--- src/rtl/core/rrbm_pkg.sv ---
`timescale 1ns / 1ps

package rrbm_pkg;

    // Access kinds carried in the input tuser
    typedef enum logic [1:0] {
        KIND_WRITE = 2'd0,
        KIND_ROM   = 2'd1,
        KIND_RAM   = 2'd2,
        KIND_NONE  = 2'd3
    } kind_t;

    // Configuration register indexes
    localparam logic CFG_ROM_BANKS = 1'b0;
    localparam logic CFG_RAM_BANKS = 1'b1;

    // Register window selected by address bits 15:13 on a write
    localparam logic [2:0] WIN_RAM_EN   = 3'd0;
    localparam logic [2:0] WIN_BANK_LOW = 3'd1;
    localparam logic [2:0] WIN_BANK_HI  = 3'd2;
    localparam logic [2:0] WIN_MODE     = 3'd3;
    localparam logic [2:0] WIN_EXT_RAM  = 3'd5;

    localparam logic [3:0] RAM_EN_KEY = 4'hA;

    // Remainder steps: two bits of dividend per step, 8-bit dividend
    localparam int          NUM_STEPS = 4;
    localparam logic [1:0]  LAST_STEP = 2'(NUM_STEPS - 1);

    localparam int OFFSET_W = 21;
    localparam int CFG_W    = 9;

    typedef enum logic [1:0] {
        ST_IDLE,
        ST_RUN,
        ST_HOLD
    } state_t;

    // Controller to datapath
    typedef struct packed {
        logic       start;
        logic       step;
        logic [1:0] step_idx;
        logic       load;
    } cmd_t;

    // Datapath to controller
    typedef struct packed {
        logic out_free;
    } status_t;

    // One restoring remainder step: shift in one dividend bit, subtract if it fits
    function automatic logic [8:0] mod_step(input logic [8:0] r, input logic b,
                                            input logic [8:0] m);
        logic [9:0] t;
        t = {r, b};
        if (t >= {1'b0, m})
            t = t - {1'b0, m};
        return t[8:0];
    endfunction

endpackage

--- src/rtl/core/rrbm_ctrl.sv ---
`timescale 1ns / 1ps

module rrbm_ctrl (
    input  logic             clk,
    input  logic             rst_n,
    input  logic             s_tvalid,
    output logic             s_tready,
    input  rrbm_pkg::status_t status,
    output rrbm_pkg::cmd_t   cmd
);
    import rrbm_pkg::*;

    state_t     state_reg, state_next;
    logic [1:0] step_reg, step_next;

    // State and step counter
    always_ff @(posedge clk or negedge rst_n)
    begin
        if (!rst_n)
        begin
            state_reg <= ST_IDLE;
            step_reg  <= '0;
        end
        else
        begin
            state_reg <= state_next;
            step_reg  <= step_next;
        end
    end

    // Next state
    always_comb
    begin
        state_next = state_reg;
        step_next  = '0;
        unique case (state_reg)
            ST_IDLE:
            begin
                if (s_tvalid)
                    state_next = ST_RUN;
            end
            ST_RUN:
            begin
                step_next = step_reg + 2'd1;
                if (step_reg == LAST_STEP)
                begin
                    step_next  = '0;
                    state_next = status.out_free ? ST_IDLE : ST_HOLD;
                end
            end
            ST_HOLD:
            begin
                if (status.out_free)
                    state_next = ST_IDLE;
            end
            default:
            begin
                state_next = ST_IDLE;
            end
        endcase
    end

    // Outputs
    always_comb
    begin
        s_tready     = 1'b0;
        cmd.start    = 1'b0;
        cmd.step     = 1'b0;
        cmd.step_idx = step_reg;
        cmd.load     = 1'b0;
        unique case (state_reg)
            ST_IDLE:
            begin
                s_tready  = 1'b1;
                cmd.start = s_tvalid;
            end
            ST_RUN:
            begin
                cmd.step = 1'b1;
                cmd.load = (step_reg == LAST_STEP) && status.out_free;
            end
            ST_HOLD:
            begin
                cmd.load = status.out_free;
            end
            default:
            begin
                s_tready = 1'b0;
            end
        endcase
    end

endmodule

--- src/rtl/core/rrbm_datapath.sv ---
`timescale 1ns / 1ps

module rrbm_datapath (
    input  logic                       clk,
    input  logic                       rst_n,
    input  logic [23:0]                s_tdata,
    input  logic [1:0]                 s_tuser,
    output logic                       m_tvalid,
    input  logic                       m_tready,
    output logic [31:0]                m_tdata,
    input  logic                       cfg_we,
    input  logic                       cfg_index,
    input  logic [rrbm_pkg::CFG_W-1:0] cfg_data,
    input  rrbm_pkg::cmd_t             cmd,
    output rrbm_pkg::status_t          status
);
    import rrbm_pkg::*;

    // Configuration and mapper state
    logic [8:0] rom_banks_reg;
    logic [2:0] ram_banks_reg;
    logic [4:0] bank_low_reg;
    logic [1:0] bank_high_reg;
    logic       mode_reg;
    logic       ram_on_reg;

    // Item under work
    kind_t      kind_reg;
    logic [15:0] addr_reg;

    // Remainders of switchable and fixed bank numbers
    logic [8:0] rem_sw_reg, rem_sw_next;
    logic [8:0] rem_fx_reg, rem_fx_next;

    // Result register
    logic                out_valid_reg;
    logic [OFFSET_W-1:0] offset_reg, offset_next;
    logic                ram_ok_reg, ram_ok_next;
    logic [6:0]          rom_bank_reg, rom_bank_next;
    logic [1:0]          ram_bank_reg, ram_bank_next;

    logic [15:0] in_addr;
    logic [7:0]  in_data;
    logic [8:0]  modulus;
    logic [6:0]  sw_raw;
    logic [7:0]  sw_div;
    logic [7:0]  fx_div;
    logic [2:0]  bit_hi;
    logic [2:0]  bit_lo;
    logic [8:0]  sw_mid;
    logic [8:0]  fx_mid;
    logic [6:0]  fx_bank;
    logic [1:0]  ram_bank;

    assign in_addr = s_tdata[15:0];
    assign in_data = s_tdata[23:16];

    // Control state: configuration, bank registers, result valid
    always_ff @(posedge clk or negedge rst_n)
    begin
        if (!rst_n)
        begin
            rom_banks_reg <= 9'd2;
            ram_banks_reg <= 3'd0;
            bank_low_reg  <= 5'd1;
            bank_high_reg <= 2'd0;
            mode_reg      <= 1'b0;
            ram_on_reg    <= 1'b0;
            out_valid_reg <= 1'b0;
        end
        else
        begin
            if (cfg_we)
            begin
                unique case (cfg_index)
                    CFG_ROM_BANKS: rom_banks_reg <= cfg_data[8:0];
                    CFG_RAM_BANKS: ram_banks_reg <= cfg_data[2:0];
                    default:       rom_banks_reg <= rom_banks_reg;
                endcase
            end
            // Register writes take effect when the beat is taken
            if (cmd.start && (kind_t'(s_tuser) == KIND_WRITE))
            begin
                unique case (in_addr[15:13])
                    WIN_RAM_EN:   ram_on_reg    <= (in_data[3:0] == RAM_EN_KEY);
                    WIN_BANK_LOW: bank_low_reg  <= (in_data[4:0] == 5'd0) ? 5'd1
                                                                           : in_data[4:0];
                    WIN_BANK_HI:  bank_high_reg <= in_data[1:0];
                    WIN_MODE:     mode_reg      <= in_data[0];
                    default:      ram_on_reg    <= ram_on_reg;
                endcase
            end
            if (cmd.load)
                out_valid_reg <= 1'b1;
            else if (m_tready)
                out_valid_reg <= 1'b0;
        end
    end

    // Payload registers
    always_ff @(posedge clk)
    begin
        if (cmd.start)
        begin
            kind_reg <= kind_t'(s_tuser);
            addr_reg <= in_addr;
        end
        rem_sw_reg <= rem_sw_next;
        rem_fx_reg <= rem_fx_next;
        if (cmd.load)
        begin
            offset_reg   <= offset_next;
            ram_ok_reg   <= ram_ok_next;
            rom_bank_reg <= rom_bank_next;
            ram_bank_reg <= ram_bank_next;
        end
    end

    // Dividends and modulus; a zero ROM bank count acts as two
    always_comb
    begin
        modulus = (rom_banks_reg == 9'd0) ? 9'd2 : rom_banks_reg;
        sw_raw  = {(mode_reg ? 2'b00 : bank_high_reg), bank_low_reg};
        if (bank_low_reg == 5'd0)
            sw_raw = sw_raw + 7'd1;
        sw_div  = {1'b0, sw_raw};
        fx_div  = {1'b0, (mode_reg ? bank_high_reg : 2'b00), 5'd0};
    end

    // Two remainder steps per cycle, most significant bits first
    always_comb
    begin
        bit_hi      = {~cmd.step_idx, 1'b1};
        bit_lo      = {~cmd.step_idx, 1'b0};
        sw_mid      = mod_step(rem_sw_reg, sw_div[bit_hi], modulus);
        fx_mid      = mod_step(rem_fx_reg, fx_div[bit_hi], modulus);
        rem_sw_next = rem_sw_reg;
        rem_fx_next = rem_fx_reg;
        if (cmd.start)
        begin
            rem_sw_next = '0;
            rem_fx_next = '0;
        end
        else if (cmd.step)
        begin
            rem_sw_next = mod_step(sw_mid, sw_div[bit_lo], modulus);
            rem_fx_next = mod_step(fx_mid, fx_div[bit_lo], modulus);
        end
    end

    // RAM bank: bank_high below four, one conditional subtract suffices
    always_comb
    begin
        ram_bank = bank_high_reg;
        if (!mode_reg || (ram_banks_reg == 3'd1))
            ram_bank = 2'd0;
        else if ((ram_banks_reg != 3'd0) && ({1'b0, bank_high_reg} >= ram_banks_reg))
            ram_bank = 2'(bank_high_reg - ram_banks_reg[1:0]);
    end

    // Result assembly; the last remainder step feeds the result directly
    always_comb
    begin
        fx_bank       = rem_fx_next[6:0];
        rom_bank_next = (rem_sw_next[6:0] == 7'd0) ? 7'd1 : rem_sw_next[6:0];
        ram_bank_next = ram_bank;
        offset_next   = '0;
        ram_ok_next   = 1'b0;
        unique case (kind_reg)
            KIND_ROM:
            begin
                if (!addr_reg[15])
                begin
                    if (!addr_reg[14])
                        offset_next = {fx_bank, addr_reg[13:0]};
                    else
                        offset_next = {rom_bank_next, addr_reg[13:0]};
                end
            end
            KIND_RAM:
            begin
                if (ram_on_reg && (addr_reg[15:13] == WIN_EXT_RAM))
                begin
                    ram_ok_next = 1'b1;
                    offset_next = {6'd0, ram_bank, addr_reg[12:0]};
                end
            end
            default:
            begin
                offset_next = '0;
            end
        endcase
    end

    assign status.out_free = !out_valid_reg || m_tready;
    assign m_tvalid        = out_valid_reg;
    assign m_tdata         = {1'b0, ram_bank_reg, rom_bank_reg, ram_ok_reg, offset_reg};

endmodule

--- src/rtl/core/rom_ram_bank_mapper.sv ---
`timescale 1ns / 1ps

// Cartridge ROM/RAM bank controller.
// Input stream: one beat per bus access. s_tuser holds the access kind
// (register write, ROM translate, RAM translate); s_tdata holds address and
// data. Each beat yields exactly one output beat with the flat offset, the
// RAM hit flag and the current ROM and RAM banks after the access.
// Configuration: cfg_we/cfg_index/cfg_data set the ROM and RAM bank counts;
// write them only while no beat is in flight.
// The bank numbers are reduced modulo the ROM bank count by a remainder unit
// that handles two dividend bits per cycle; the result is then loaded into
// the output register, and a new beat is taken only after that.
// The output sits in a register, so a stalled receiver holds only the
// finished result; the block takes no beat while one is in flight, and a
// second finished result waits in the hold state for m_tready.
// Reset (rst_n low, asynchronous) restores 2 ROM banks, no RAM banks,
// bank_low 1, bank_high 0, mode 0, RAM disabled, and drops any pending beat.
module rom_ram_bank_mapper (
    input  logic        clk,
    input  logic        rst_n,
    input  logic        s_tvalid,
    output logic        s_tready,
    input  logic [23:0] s_tdata,   // address[15:0], data[23:16]
    input  logic [1:0]  s_tuser,   // kind[1:0]
    output logic        m_tvalid,
    input  logic        m_tready,
    output logic [31:0] m_tdata,   // offset[20:0], ram_ok[21], cur_rom_bank[28:22],
                                   // cur_ram_bank[30:29], zero[31]
    input  logic        cfg_we,
    input  logic        cfg_index,
    input  logic [8:0]  cfg_data
);
    import rrbm_pkg::*;

    cmd_t    cmd;
    status_t status;

    rrbm_ctrl u_ctrl (
        .clk      (clk),
        .rst_n    (rst_n),
        .s_tvalid (s_tvalid),
        .s_tready (s_tready),
        .status   (status),
        .cmd      (cmd)
    );

    rrbm_datapath u_datapath (
        .clk       (clk),
        .rst_n     (rst_n),
        .s_tdata   (s_tdata),
        .s_tuser   (s_tuser),
        .m_tvalid  (m_tvalid),
        .m_tready  (m_tready),
        .m_tdata   (m_tdata),
        .cfg_we    (cfg_we),
        .cfg_index (cfg_index),
        .cfg_data  (cfg_data),
        .cmd       (cmd),
        .status    (status)
    );

`ifndef SYNTHESIS
    // A taken beat starts the remainder unit at its first step
    assert property (@(posedge clk) disable iff (!rst_n)
        cmd.start |=> (cmd.step && (cmd.step_idx == 2'd0)))
        else $error("remainder unit did not start after input beat");

    // A result is never loaded over one still waiting
    assert property (@(posedge clk) disable iff (!rst_n)
        cmd.load |-> (!m_tvalid || m_tready))
        else $error("pending result overwritten");

    // One access in flight at a time
    assert property (@(posedge clk) disable iff (!rst_n)
        (s_tvalid && s_tready) |=> !s_tready)
        else $error("second beat taken while busy");

    // Switchable ROM bank is never zero
    assert property (@(posedge clk) disable iff (!rst_n)
        m_tvalid |-> (m_tdata[28:22] != 7'd0))
        else $error("switchable ROM bank reported as zero");
`endif

endmodule
--- config.mk ---
export PLATFORM = sky130hd
export DESIGN_NAME = rom_ram_bank_mapper
export DESIGN_NICKNAME = d
export VERILOG_FILES = /design/src/rtl/core/rrbm_pkg.sv /design/src/rtl/core/rrbm_ctrl.sv /design/src/rtl/core/rrbm_datapath.sv /design/src/rtl/core/rom_ram_bank_mapper.sv
export SDC_FILE = /design/constraint.sdc
export NUM_CORES = 1
export LEC_CHECK = 0
export ABC_AREA = 1
export CORE_UTILIZATION = 45
export CTS_CLUSTER_DIAMETER = 120
export DETAILED_ROUTE_END_ITERATION = 8
export DONT_BUFFER_PORTS = 1
export GPL_ROUTABILITY_DRIVEN = 0
export HOLD_SLACK_MARGIN = 0.1
export SLEW_MARGIN = 20
export SYNTH_ARGS = -nofsm -noshare
export SYNTH_HDL_FRONTEND = slang
export SYNTH_SLANG_ARGS = --single-unit
--- constraint.sdc ---
create_clock -name clk -period 5.5 [get_ports clk]
set_clock_uncertainty 0.15 [all_clocks]
set_input_delay 0.275 -clock clk [delete_from_list [all_inputs] [get_ports clk]]
set_output_delay 0.275 -clock clk [all_outputs]
set_load 0.005 [all_outputs]
# Yosys cells after proc, flatten, opt, wreduce, memory -nomap -nowiden
# Cells that the tools add are included.
# totals
regBits	93
inputBits	41
output_inout_bits	34
elab_cells	115
# op_classes
add_sub_neg	7
order_cmp	7
n_eq_ne	14
mux	42
bitwise	2
n_reduce_logical	24
# op_table
cell	count
$mux 9	5
$mux 21	2
$mux 7	6
$pmux 21 s2	1
$ge 10x9->1	4
$sub 9x9->9	4
$mux 2	10
$mux 15	1
$reduce_and 2->1	6
$logic_not 5->1	2
$mux 1	10
$logic_not 9->1	1
$bmux 1 s2	4
$lt 3x4->1 const B	2
$add 7x1->7 const B	1
$logic_not 7->1	1
$eq 2x2->1 const B	3
$eq 3x1->1 const B	2
$eq 3x2->1 const B	2
$pmux 2 s3	1
$mux 5	1
$eq 2x1->1 const B	2
$eq 4x4->1 const B	1
$logic_and 1x1->1	4
other kinds (16)	20

# Depth between registers and ports, before layout
# Gate-level depths: netlist (run 1).
# logic_depth
ltp_word	16
mapped_depth	37
mapped_depth_nobuf	36

# Cells and area by module
# Synthesis (run 1) repeated with hierarchy kept, for this count alone.
# hier_totals
hier_cells	741
area_unflattened_um2	5938.2
# by_module_without_submodules
module	instances	cells_each	area_each_um2	seq_area_each_um2
rrbm_datapath	1	708	5676.7	2384.8
rrbm_ctrl	1	33	261.5	100.1

# Worst setup path before layout (run 1)
# Ideal clock, no wire load.
# synth_timing
kind	register to register
start	reg u_datapath.bank_low_reg[0]
end	reg u_datapath.offset_reg[14], data pin
setup_time_ns	0.252
arrival_ns	4.103
t_required_ns	5.098
setup_slack_ns	0.995
stages_incl_launch_ff	36
n_path_buf	1
synth_period_minus_slack_ns	4.505
cell_sequence	dfstp_2 inv_1 ha_1 nand3_1 nand2_1 nand3_1 o21ai_0 nand2_1 nand2_1 ha_1 fa_1 nor3_2 nor2_2 nand2_2 nand2_4 buf_6 o21ai_0 inv_1 ha_1 nand2_1 nor2_1 nand3_1 nand2_1 nand2_1 nand2_2 inv_1 nand3_2 nand2_1 nand3_1 nand2_1 nand2_1 inv_1 nand2_1 nand3_1 nand2_1 nand2_1
# synth_via
elab_chain_cells	15
word_cells_on_any_way	20
classes_between	3 x add/sub; 2 x order compare; 13 x mux; 2 x reduce/logical
# synth_rtl
element	line	source
from (decl)	rrbm_datapath.sv:22	logic [4:0] bank_low_reg;
from (signal assigned)	rrbm_datapath.sv:86	WIN_BANK_LOW: bank_low_reg <= (in_data[4:0] == 5'd0) ? 5'd1
$add 7x1->7 / $logic_not 5->1 (equally long branches)	rrbm_datapath.sv:125, rrbm_datapath.sv:124	
$mux 7 *	rrbm_datapath.sv:124	if (bank_low_reg == 5'd0)
$bmux 1 s2	rrbm_datapath.sv:135	sw_mid = mod_step(rem_sw_reg, sw_div[bit_hi], modulus);
$mux 1 (not written as such)	rrbm_datapath.sv:135	
$sub 9x9->9 / $ge 10x9->1 (equally long branches)	rrbm_pkg.sv:58, rrbm_pkg.sv:57	
$mux 9	rrbm_pkg.sv:57	if (t >= {1'b0, m})
$sub 9x9->9 / $ge 10x9->1 (equally long branches)	rrbm_pkg.sv:58, rrbm_pkg.sv:57	
$mux 9 *	rrbm_pkg.sv:57	
$mux 7 *	rrbm_datapath.sv:144	else if (cmd.step)
$mux 7 *	rrbm_datapath.sv:139	if (cmd.start)
$logic_not 7->1	rrbm_datapath.sv:165	rom_bank_next = (rem_sw_next[6:0] == 7'd0) ? 7'd1 : rem_sw_next[6:0];
$mux 7 *	rrbm_datapath.sv:165	
$mux 21 *	rrbm_datapath.sv:174	if (!addr_reg[14])
$mux 21 *	rrbm_datapath.sv:172	if (!addr_reg[15])
$pmux 21 s2 *	rrbm_datapath.sv:169	unique case (kind_reg)
named net u_datapath.offset_next[14]	rrbm_datapath.sv:37	logic [OFFSET_W-1:0] offset_reg, offset_next;
to (signal assigned)	rrbm_datapath.sv:112	offset_reg <= offset_next;
to (decl)	rrbm_datapath.sv:37	
# Mark *: on every way through the listed nets, which the timed path passes. The rest lies on a longest branch. The select of a mux whose other input is x is not followed.
# A chain may end at the register's enable or synchronous reset.

# Final worst setup path (run 1)
# Ends and elaborated chain as after synthesis.

==> results.yml, run 1 <==
routing:
  antenna_left: 0
  drtIter0Drc: 280
  route.detailed.drc: 0
  vias_per_cell: 5.05
  wl_per_cell_microns: 14.6
  vias: 4853
  drtPass1Iterations: 4
  wirelength_microns: 14100
power_and_ir_drop:
  peakVddDrop_mv: 0.277
  power_frac_seq: 0.252
  clockPowerShare: 0.154
  netSwitchingPower_mw: 1.89
  p_comb_frac: 0.594
  totalPowerFinal_mw: 3.97
  swShare: 0.475
  p_int_mw: 2.09
  power_density_mw_per_mm2: 577
  power_leakage_nw: 3.32
layout:
  utilization: 0.539
  area_growth_pct: 15.5
  layout_common_cells: "nand2_1 (144), inv_1 (135), nor2_1 (68)"
  drive_gt1_frac: 0.0849
  final_common_cell: "nand2_1"
  nets: 875
  diodes: 0
  largest_reg_flops: 21
  postLayoutCellArea_sq_mm: 0.00688
sta:
  rsz0062_at_grt: "no"
  finalSetupViolCount: 0
  fmax_mhz: 200
  setup_ws_ns: 0.498
  worst_pin_slew_ns: 0.932
  setup_tns_ns: 0
  fin_crit_sh: 0.910
  finalMaxSlewViolations: 0
  min_period_ns: 5.00
  hold_viol: 0
  relSlewSlack: 0.379
floorplanning:
  ios: 75
  row_count: 41
  core-area_sq_mm: 0.0128
  start_util: 0.466
  die_area_sq_mm: 0.0137
  dieHeight_microns: 117
  die_w_microns: 117
yosys:
  yosysSeqAreaShare: 0.417
  synthFlopType: "edfxtp_1"
  synth_area_sq_mm: 0.00596
  ys_types: 51
  syn_nets: 830
  synth_warnings: 0
  synth_edf_count: 49
  syn_area_per_cell_sq_um: 8.06
  syn_inst: 739
  async_flop_share: 0.280
  ys_ff_latch: 93
setup_path:
  end_kind: "flop"
  slowest_delay_ns: 0.56
  cp-start-kind: "flop"
  crit_top_cell: "nand2_1"
  arrival_ns: 4.95
  crit_required_ns: 5.45
  r2r_slack_ns: 0.50
  crit_slowest_cell: "dfstp_2"
  crit_fanout: 13
  path_class: "flop to flop"
global_route:
  grtUsageMet2: 0.377
  grt.busiest_layer: "met2"
  grt_remaining_overflow: 0
  grt_pass1_wl_microns: 22900
  antenna_found_initial: 0
  grt_max_degree: 33
  grtUsageMet3: 0.0335
  grt_pass1_vias: 4832
  gr-usage-all-layers: 0.218
  met1_usage: 0.280
flow_run:
  drv_cap: 0
placement:
  dp_slack_ns: 0.354
  io_buffers: 0
  placed_area_sq_mm: 0.00615
  place_hpwl_microns: 10600
outcome:
  status: "finished, final reports clean"
cts:
  clkTransAtPathRegs_ns: 0.07
  clock_path_buffers: 2
  clock-sinks: 93
  cts_root_buf: "clkbuf_16"
  cts.htree.levels: 3
  cts_tree: "built"
  clock_latency_ns: 0.34
  cts_buffers: 9
worst_hold_path:
  hold_class: "input port to flop"
synthesized netlist by cell type (4+ instances only):
cell | number | share of area
nand2_1 | 144 | 0.091
inv_1 | 135 | 0.085
nor2_1 | 69 | 0.043
a21oi_1 | 56 | 0.047
edfxtp_1 | 49 | 0.25
ha_1 | 46 | 0.097
o21ai_0 | 38 | 0.032
nand3_1 | 30 | 0.025
dfrtp_1 | 24 | 0.10
dfxtp_1 | 18 | 0.060
nand2_2 | 17 | 0.018
xnor2_1 | 11 | 0.016
xor2_1 | 10 | 0.015
clkbuf_1 | 7 | 0.0044
nor3_1 | 7 | 0.0059
o21ai_1 | 7 | 0.0059
nand4_1 | 6 | 0.0063
o211ai_1 | 6 | 0.0076
a31oi_1 | 5 | 0.0052
fa_1 | 4 | 0.013
or2_2 | 4 | 0.0042
critical path, delay by kind of cell (launching register included):
kind                       cells  cell delay [ns]
DFF                            1             0.56
and+or+nand+nor               26             2.60
buffers and inverters          2             0.10
AOI/OAI and AO/OA              1             0.09
adders and majority gates      4             1.26
area by class of cell:
cell class              instances  area, sq um
fillers                      1207         5890
multi-input cells             495         2900
flip-flops and latches         93         2480
inverters                     137          514
repair buffers                 48          475
clock buffers                   9          225
well taps                     172          215
clock inverters                 7         66.3
what timing repair did:
action                                 4_1_cts  5_1_grt
hold buffers                                42        0
setup endpoints to repair                    0        8
setup buffers                                0        0
gates resized for setup                      0        4
endpoints found under the hold margin       68        0
through the flow:
stage                     instances  hold slack [ns]
after floorplan                 739           -0.171
after global placement          903           -0.170
after detailed placement        903           -0.170
after CTS                       961            0.136
after global routing            961            0.155
final                           961            0.127
per-layer routing:
layer	vias to the layer above	part of all wire
met5	-	0
met4	0	0.016
met3	18	0.030
met2	93	0.49
met1	2256	0.47
li1	2486	-
path summary, 6_finish.rpt:
| kind | startpoint | end | cells past startpoint |
|---|---|---|---|
| max | u_datapath.bank_low_reg[0] | u_datapath.offset_reg[14] | 33 |
| min | s_tdata[13] | u_datapath.bank_high_reg[1] | 3 |
| max reg2reg | u_datapath.bank_low_reg[0] | u_datapath.offset_reg[14] | 33 |
| min reg2reg | u_datapath.rem_sw_reg[8] | u_datapath.rem_sw_reg[8] | 2 |
| max in group asynchronous | rst_n | u_datapath.bank_low_reg[0] | 2 |
| min in group asynchronous | rst_n | u_datapath.rom_banks_reg[6] | 2 |
power groups by stage:
stage	clock, mW	sequential [mW]	combinational, mW
after global routing	0.647	1.02	2.68
after global placement	0	1.01	2.23
after floorplan	0	0.972	1.83
after detailed placement	0	1.01	2.28
final	0.610	1.00	2.36
after CTS	0.619	1.00	2.33
cells by family (layout without fill, tap and decap cells):
group	after synthesis	after routing	share of synthesized area
AOI/OAI and AO/OA	129	129	0.123
xor gates and xnor gates	21	21	0.0309
adders and majority gates	50	50	0.110
buffers and inverters	151	201	0.0985
DFF	93	93	0.417
muxes	2	2	0.00378
other	1	1	0.000629
and+or+nand+nor	292	292	0.216
Note: power is estimated with default switching activity, not from simulation.
==> run 2: changes to the inputs <==
--- a/config.mk
+++ b/config.mk
@@ -12,6 +12,7 @@
 export DONT_BUFFER_PORTS = 1
 export GPL_ROUTABILITY_DRIVEN = 0
 export HOLD_SLACK_MARGIN = 0.1
+export MAX_ROUTING_LAYER = met4
 export SLEW_MARGIN = 20
 export SYNTH_ARGS = -nofsm -noshare
 export SYNTH_HDL_FRONTEND = slang
==> results.yml, run 2 (synthesis gave the netlist of run 1 again) <==
floorplanning:
  start_util: 0.466
  core-area_sq_mm: 0.0128
  ios: 75
  die_area_sq_mm: 0.0137
  die_w_microns: 117
  row_count: 41
  dieHeight_microns: 117
power_and_ir_drop:
  swShare: 0.475
  p_int_mw: 2.09
  power_frac_seq: 0.252
  power_density_mw_per_mm2: 577
  peakVddDrop_mv: 0.277
  totalPowerFinal_mw: 3.97
  netSwitchingPower_mw: 1.89
  clockPowerShare: 0.154
  p_comb_frac: 0.594
  power_leakage_nw: 3.32
worst_hold_path:
  hold_class: "input port to flop"
setup_path:
  crit_required_ns: 5.45
  arrival_ns: 4.96
  critical_path_buf_inv_count: 2
  crit_top_cell: "nand2_1"
  crit_family: "simple AND/OR/NAND/NOR gates"
  cp-start-kind: "flop"
  r2r_slack_ns: 0.49
  end_kind: "flop"
  crit_fanout: 13
  crit_slowest_cell: "dfstp_2"
  path_class: "flop to flop"
  slowest_delay_ns: 0.56
routing:
  wl_per_cell_microns: 14.6
  vias_per_cell: 5.07
  drtIter0Drc: 263
  vias: 4874
  drtPass1Iterations: 4
  route.detailed.drc: 0
  antenna_left: 0
  wirelength_microns: 14100
sta:
  finalHoldWorstSlack_ns: 0.123
  hold_viol: 0
  fmax_mhz: 200
  relSlewSlack: 0.357
  setup_tns_ns: 0
  min_period_ns: 5.01
  setup_ws_ns: 0.489
  rsz0062_at_grt: "no"
  finalSetupViolCount: 0
  fin_crit_sh: 0.911
  worst_pin_slew_ns: 0.965
  finalMaxSlewViolations: 0
global_route:
  antenna_found_initial: 0
  grt_remaining_overflow: 0
  grt_pass1_wl_microns: 22900
  grt_max_degree: 33
  grt_pass1_vias: 4827
  gr-usage-all-layers: 0.225
cts:
  cts_root_buf: "clkbuf_16"
  clock_latency_ns: 0.34
  clock_path_buffers: 2
  clock-sinks: 93
  cts_tree: "built"
  cts_buffers: 9
  cts.htree.levels: 3
  post_cts_buffers: 0
  clkTransAtPathRegs_ns: 0.07
placement:
  place_hpwl_microns: 10600
  dp_slack_ns: 0.354
  io_buffers: 0
layout:
  layout_common_cells: "nand2_1 (144), inv_1 (135), nor2_1 (68)"
  largest_reg_flops: 21
  drive_gt1_frac: 0.0849
  diodes: 0
  area_growth_pct: 15.5
  nets: 875
  final_common_cell: "nand2_1"
flow_run:
  drv_cap: 0
outcome:
  status: "finished, final reports clean"
## run 2: cell counts in the layout (fill, tap and decap cells not counted)
No cell type changed its count.
## run 2: worst min-delay path: stages
cell and delay, ns:
inv_1 0.03, nand4_1 0.17, a21oi_1 0.09
## run 2: through the flow
stage / utilization / area (sq um) / cells
after floorplan: - / 5960 / 739
after CTS: 0.538 / 6870 / 961
final: 0.539 / 6880 / 961
after global placement: 0.481 / 6150 / 903
after global routing: 0.539 / 6880 / 961
after detailed placement: 0.481 / 6150 / 903
## run 2: power by group through the flow
| stage | logic [mW] | registers [mW] | clock network, mW |
|---|---|---|---|
| after global placement | 2.23 | 1.01 | 0 |
| after global routing | 2.68 | 1.02 | 0.647 |
| final | 2.36 | 1.00 | 0.610 |
| after floorplan | 1.83 | 0.972 | 0 |
| after CTS | 2.33 | 1.00 | 0.619 |
| after detailed placement | 2.28 | 1.01 | 0 |
## run 2: worst paths after layout
| check | end | cells after the start | start |
|---|---|---|---|
| max | u_datapath.offset_reg[14] | 33 | u_datapath.bank_low_reg[0] |
| min | u_datapath.bank_high_reg[1] | 3 | s_tdata[13] |
| max reg2reg | u_datapath.offset_reg[14] | 33 | u_datapath.bank_low_reg[0] |
| min reg2reg | u_datapath.rem_sw_reg[8] | 2 | u_datapath.rem_sw_reg[8] |
| max in group asynchronous | u_datapath.bank_low_reg[0] | 2 | rst_n |
| min in group asynchronous | u_datapath.rom_banks_reg[6] | 2 | rst_n |
## run 2: final cells by class
class                   count  area [sq um]
multi-input cells         495          2900
repair buffers             48           475
flip-flops and latches     93          2480
fillers                  1207          5890
inverters                 137           514
clock buffers               9           225
well taps                 172           215
clock inverters             7          66.3
## run 2: layer usage
| metal | GRT usage | vias up | part of all wire |
|---|---|---|---|
| li1 | - | 2486 | - |
| met1 | 0.280 | 2263 | 0.46 |
| met2 | 0.377 | 103 | 0.48 |
| met3 | 0.0335 | 22 | 0.033 |
| met4 | 0.0700 | 0 | 0.018 |
| met5 | - | - | 0 |
## run 2: timing repair
action	in CTS	in global routing
endpoints found under the hold margin	68	0
gates resized for setup	0	4
setup endpoints to repair	0	8
hold buffers	42	0
==> run 3: changes to the inputs <==
--- a/config.mk
+++ b/config.mk
@@ -5,8 +5,8 @@
 export SDC_FILE = /design/constraint.sdc
 export NUM_CORES = 1
 export LEC_CHECK = 0
-export ABC_AREA = 1
-export CORE_UTILIZATION = 45
+export ABC_AREA = 0
+export CORE_UTILIZATION = 40
 export CTS_CLUSTER_DIAMETER = 120
 export DETAILED_ROUTE_END_ITERATION = 8
 export DONT_BUFFER_PORTS = 1
==> results.yml, run 3 <==
layout:
  layout_common_cells: "buf_4 (87), edfxtp_1 (49), nand2_1 (46)"
  area_growth_pct: 31.3
  largest_reg_flops: 21
  diodes: 0
  drive_gt1_frac: 0.240
  nets: 791
  nFillCells: 1214
  final_common_cell: "buf_4"
  utilization: 0.540
yosys:
  ys_types: 65
  yosysMostFrequentCell: "edfxtp_1"
  synth_area_sq_mm: 0.00574
  syn_nets: 668
  async_flop_share: 0.280
  syn_inst: 577
  synth_edf_count: 49
  synthFlopType: "edfxtp_1"
  yosysSeqAreaShare: 0.433
  netlist_top_cells_count: "edfxtp_1 (49), nand2_1 (48), ha_1 (46), o21ai_0 (42), a21oi_1 (39)"
  synth_top_area_cell: "edfxtp_1"
  synth_warnings: 0
  post-synth-top-area-fraction: 0.256
  ys_top_cells_by_area: "edfxtp_1 (26%), dfrtp_1 (10%), ha_1 (10%), dfxtp_1 (6.3%), mux2_2 (3.9%)"
  ys_ff_latch: 93
  syn_area_per_cell_sq_um: 9.94
global_route:
  grt_max_degree: 35
  antenna_found_initial: 0
  gr-usage-all-layers: 0.222
  grt_pass1_wl_microns: 24100
  grt_pass1_vias: 4853
  grt_remaining_overflow: 0
placement:
  place_hpwl_microns: 11600
  io_buffers: 0
setup_path:
  crit_fanout: 8
  end_kind: "flop"
  crit_required_ns: 5.46
  path_class: "flop to flop"
  arrival_ns: 5.56
  cp-start-kind: "flop"
cts:
  clkTransAtPathRegs_ns: 0.07
  cts_buffers: 9
  cts_root_buf: "clkbuf_16"
  clock_path_buffers: 2
  cts_tree: "built"
  cts.htree.levels: 3
  clock-sinks: 93
  clock_latency_ns: 0.35
routing:
  vias: 4863
  wl_per_cell_microns: 17.5
  drtPass1Iterations: 5
  drtIter0Drc: 336
  route.detailed.drc: 0
  vias_per_cell: 5.49
  wirelength_microns: 15500
  antenna_left: 0
sta:
  finalMaxSlewViolations: 0
  setup_tns_ns: -0.268
  setup_ws_ns: -0.0975
  relSlewSlack: 0.336
  fmax_mhz: 179
  min_period_ns: 5.60
  finalHoldWorstSlack_ns: 0.114
  hold_viol: 0
  finalSetupViolCount: 5
  fin_crit_sh: 1.02
  worst_pin_slew_ns: 0.990
  rsz0062_at_grt: "yes"
outcome:
  violations: "negative setup slack"
  status: "complete, but fails checks"
floorplanning:
  row_count: 43
  start_util: 0.412
  die_area_sq_mm: 0.0148
  ios: 75
  die_w_microns: 122
  core-area_sq_mm: 0.0139
  dieHeight_microns: 122
worst_hold_path:
  hold_class: "input port to flop"
flow_run:
  drv_cap: 0
## run 3: cell types whose count changed after synthesis, sizes merged, moves of 8 or more
| cell | before | now |
|---|---|---|
| nand2 | 163 | 48 |
| inv | 137 | 37 |
| o31a | 0 | 8 |
| a21oi | 57 | 40 |
| and2 | 0 | 10 |
| nor2b | 0 | 24 |
| nor2 | 71 | 36 |
| mux2 | 2 | 20 |
| nand3 | 33 | 12 |
| mux2i | 0 | 9 |
| a211oi | 1 | 11 |
## run 3: per-stage QoR
| step | instances | setup slack (ns) | area (sq um) |
|---|---|---|---|
| floorplan | 577 | -0.112 | 5890 |
| global placement | 824 | -0.193 | 6670 |
| global route | 885 | -0.300 | 7530 |
| detailed placement | 824 | -0.235 | 6670 |
| finish | 885 | -0.0975 | 7530 |
| CTS | 882 | -0.109 | 7470 |
## run 3: worst max-delay path, stage by stage (launching register included)
cell and delay [ns]:
dfstp_2 0.53, inv_2 0.04, ha_2 0.16, nor3b_4 0.14, nand2b_1 0.12, mux2_4 0.19, a31oi_4 0.10, ha_4 0.18
fa_2 0.33, nand2b_4 0.16, a21oi_4 0.19, o2111ai_4 0.16, nand2_4 0.17, mux2_2 0.39, ha_4 0.17, a211oi_2 0.20
nor2_1 0.07, or3_4 0.33, a221o_1 0.35, or3_4 0.37, or3_4 0.36, and2_4 0.15, and3_4 0.17, a31o_1 0.17
## run 3: path summary, 6_finish.rpt
path / startpoint / endpoint / slack (ns) / depth (start not counted)
max: u_datapath.bank_low_reg[0] / u_datapath.offset_reg[20] / -0.1 / 23
min: s_tdata[16] / u_datapath.ram_on_reg / 0.11 / 2
max reg2reg: u_datapath.bank_low_reg[0] / u_datapath.offset_reg[20] / -0.1 / 23
min reg2reg: u_datapath.rem_fx_reg[8] / u_datapath.rem_fx_reg[8] / 0.34 / 2
max in group asynchronous: rst_n / u_datapath.rom_banks_reg[1] / 4.77 / 2
min in group asynchronous: rst_n / u_datapath.ram_banks_reg[2] / 0.20 / 2
## run 3: layout make-up
class                      count  area, sq um  area share
clock buffer                  10          229      0.0304
multi-input combinational    431         3310       0.439
sequential                    93         2480       0.330
clock inverter                 6         75.1     0.00997
inverter                      38          143      0.0189
tap                          180          225      0.0299
timing repair buffer         127         1060       0.141
## run 3: cell families (layout without fill, tap and decap cells)
group,count (synthesis),after routing,synth area share
simple gates,178,178,0.158
buf+inv,53,181,0.0373
other cells,1,1,0.000654
mux,29,29,0.0550
xor+xnor,18,18,0.0275
compound gates,155,155,0.174
flops,93,93,0.433
fa+ha+maj,50,50,0.114
## run 3: routing by layer
metal | global-route usage | vias up | wire length [microns]
li1 | - | 2365 | -
met3 | 0.0459 | 30 | 662
met1 | 0.276 | 2327 | 6990
met5 | - | - | 0
met4 | 0.0772 | 0 | 348
met2 | 0.355 | 141 | 7510
## run 3: repair_timing
action / 4_1_cts / 5_1_grt
hold buffers: 39 / 0
endpoints found under the hold margin: 68 / 0
setup buffers: 4 / 3
gates resized for setup: 16 / 8
pin swaps: 10 / 4
endpoints found under the setup margin: 9 / 13
Power of run 3 is not shown: default switching activity piles up to over one toggle a cycle in this logic, so the estimate is an artifact.
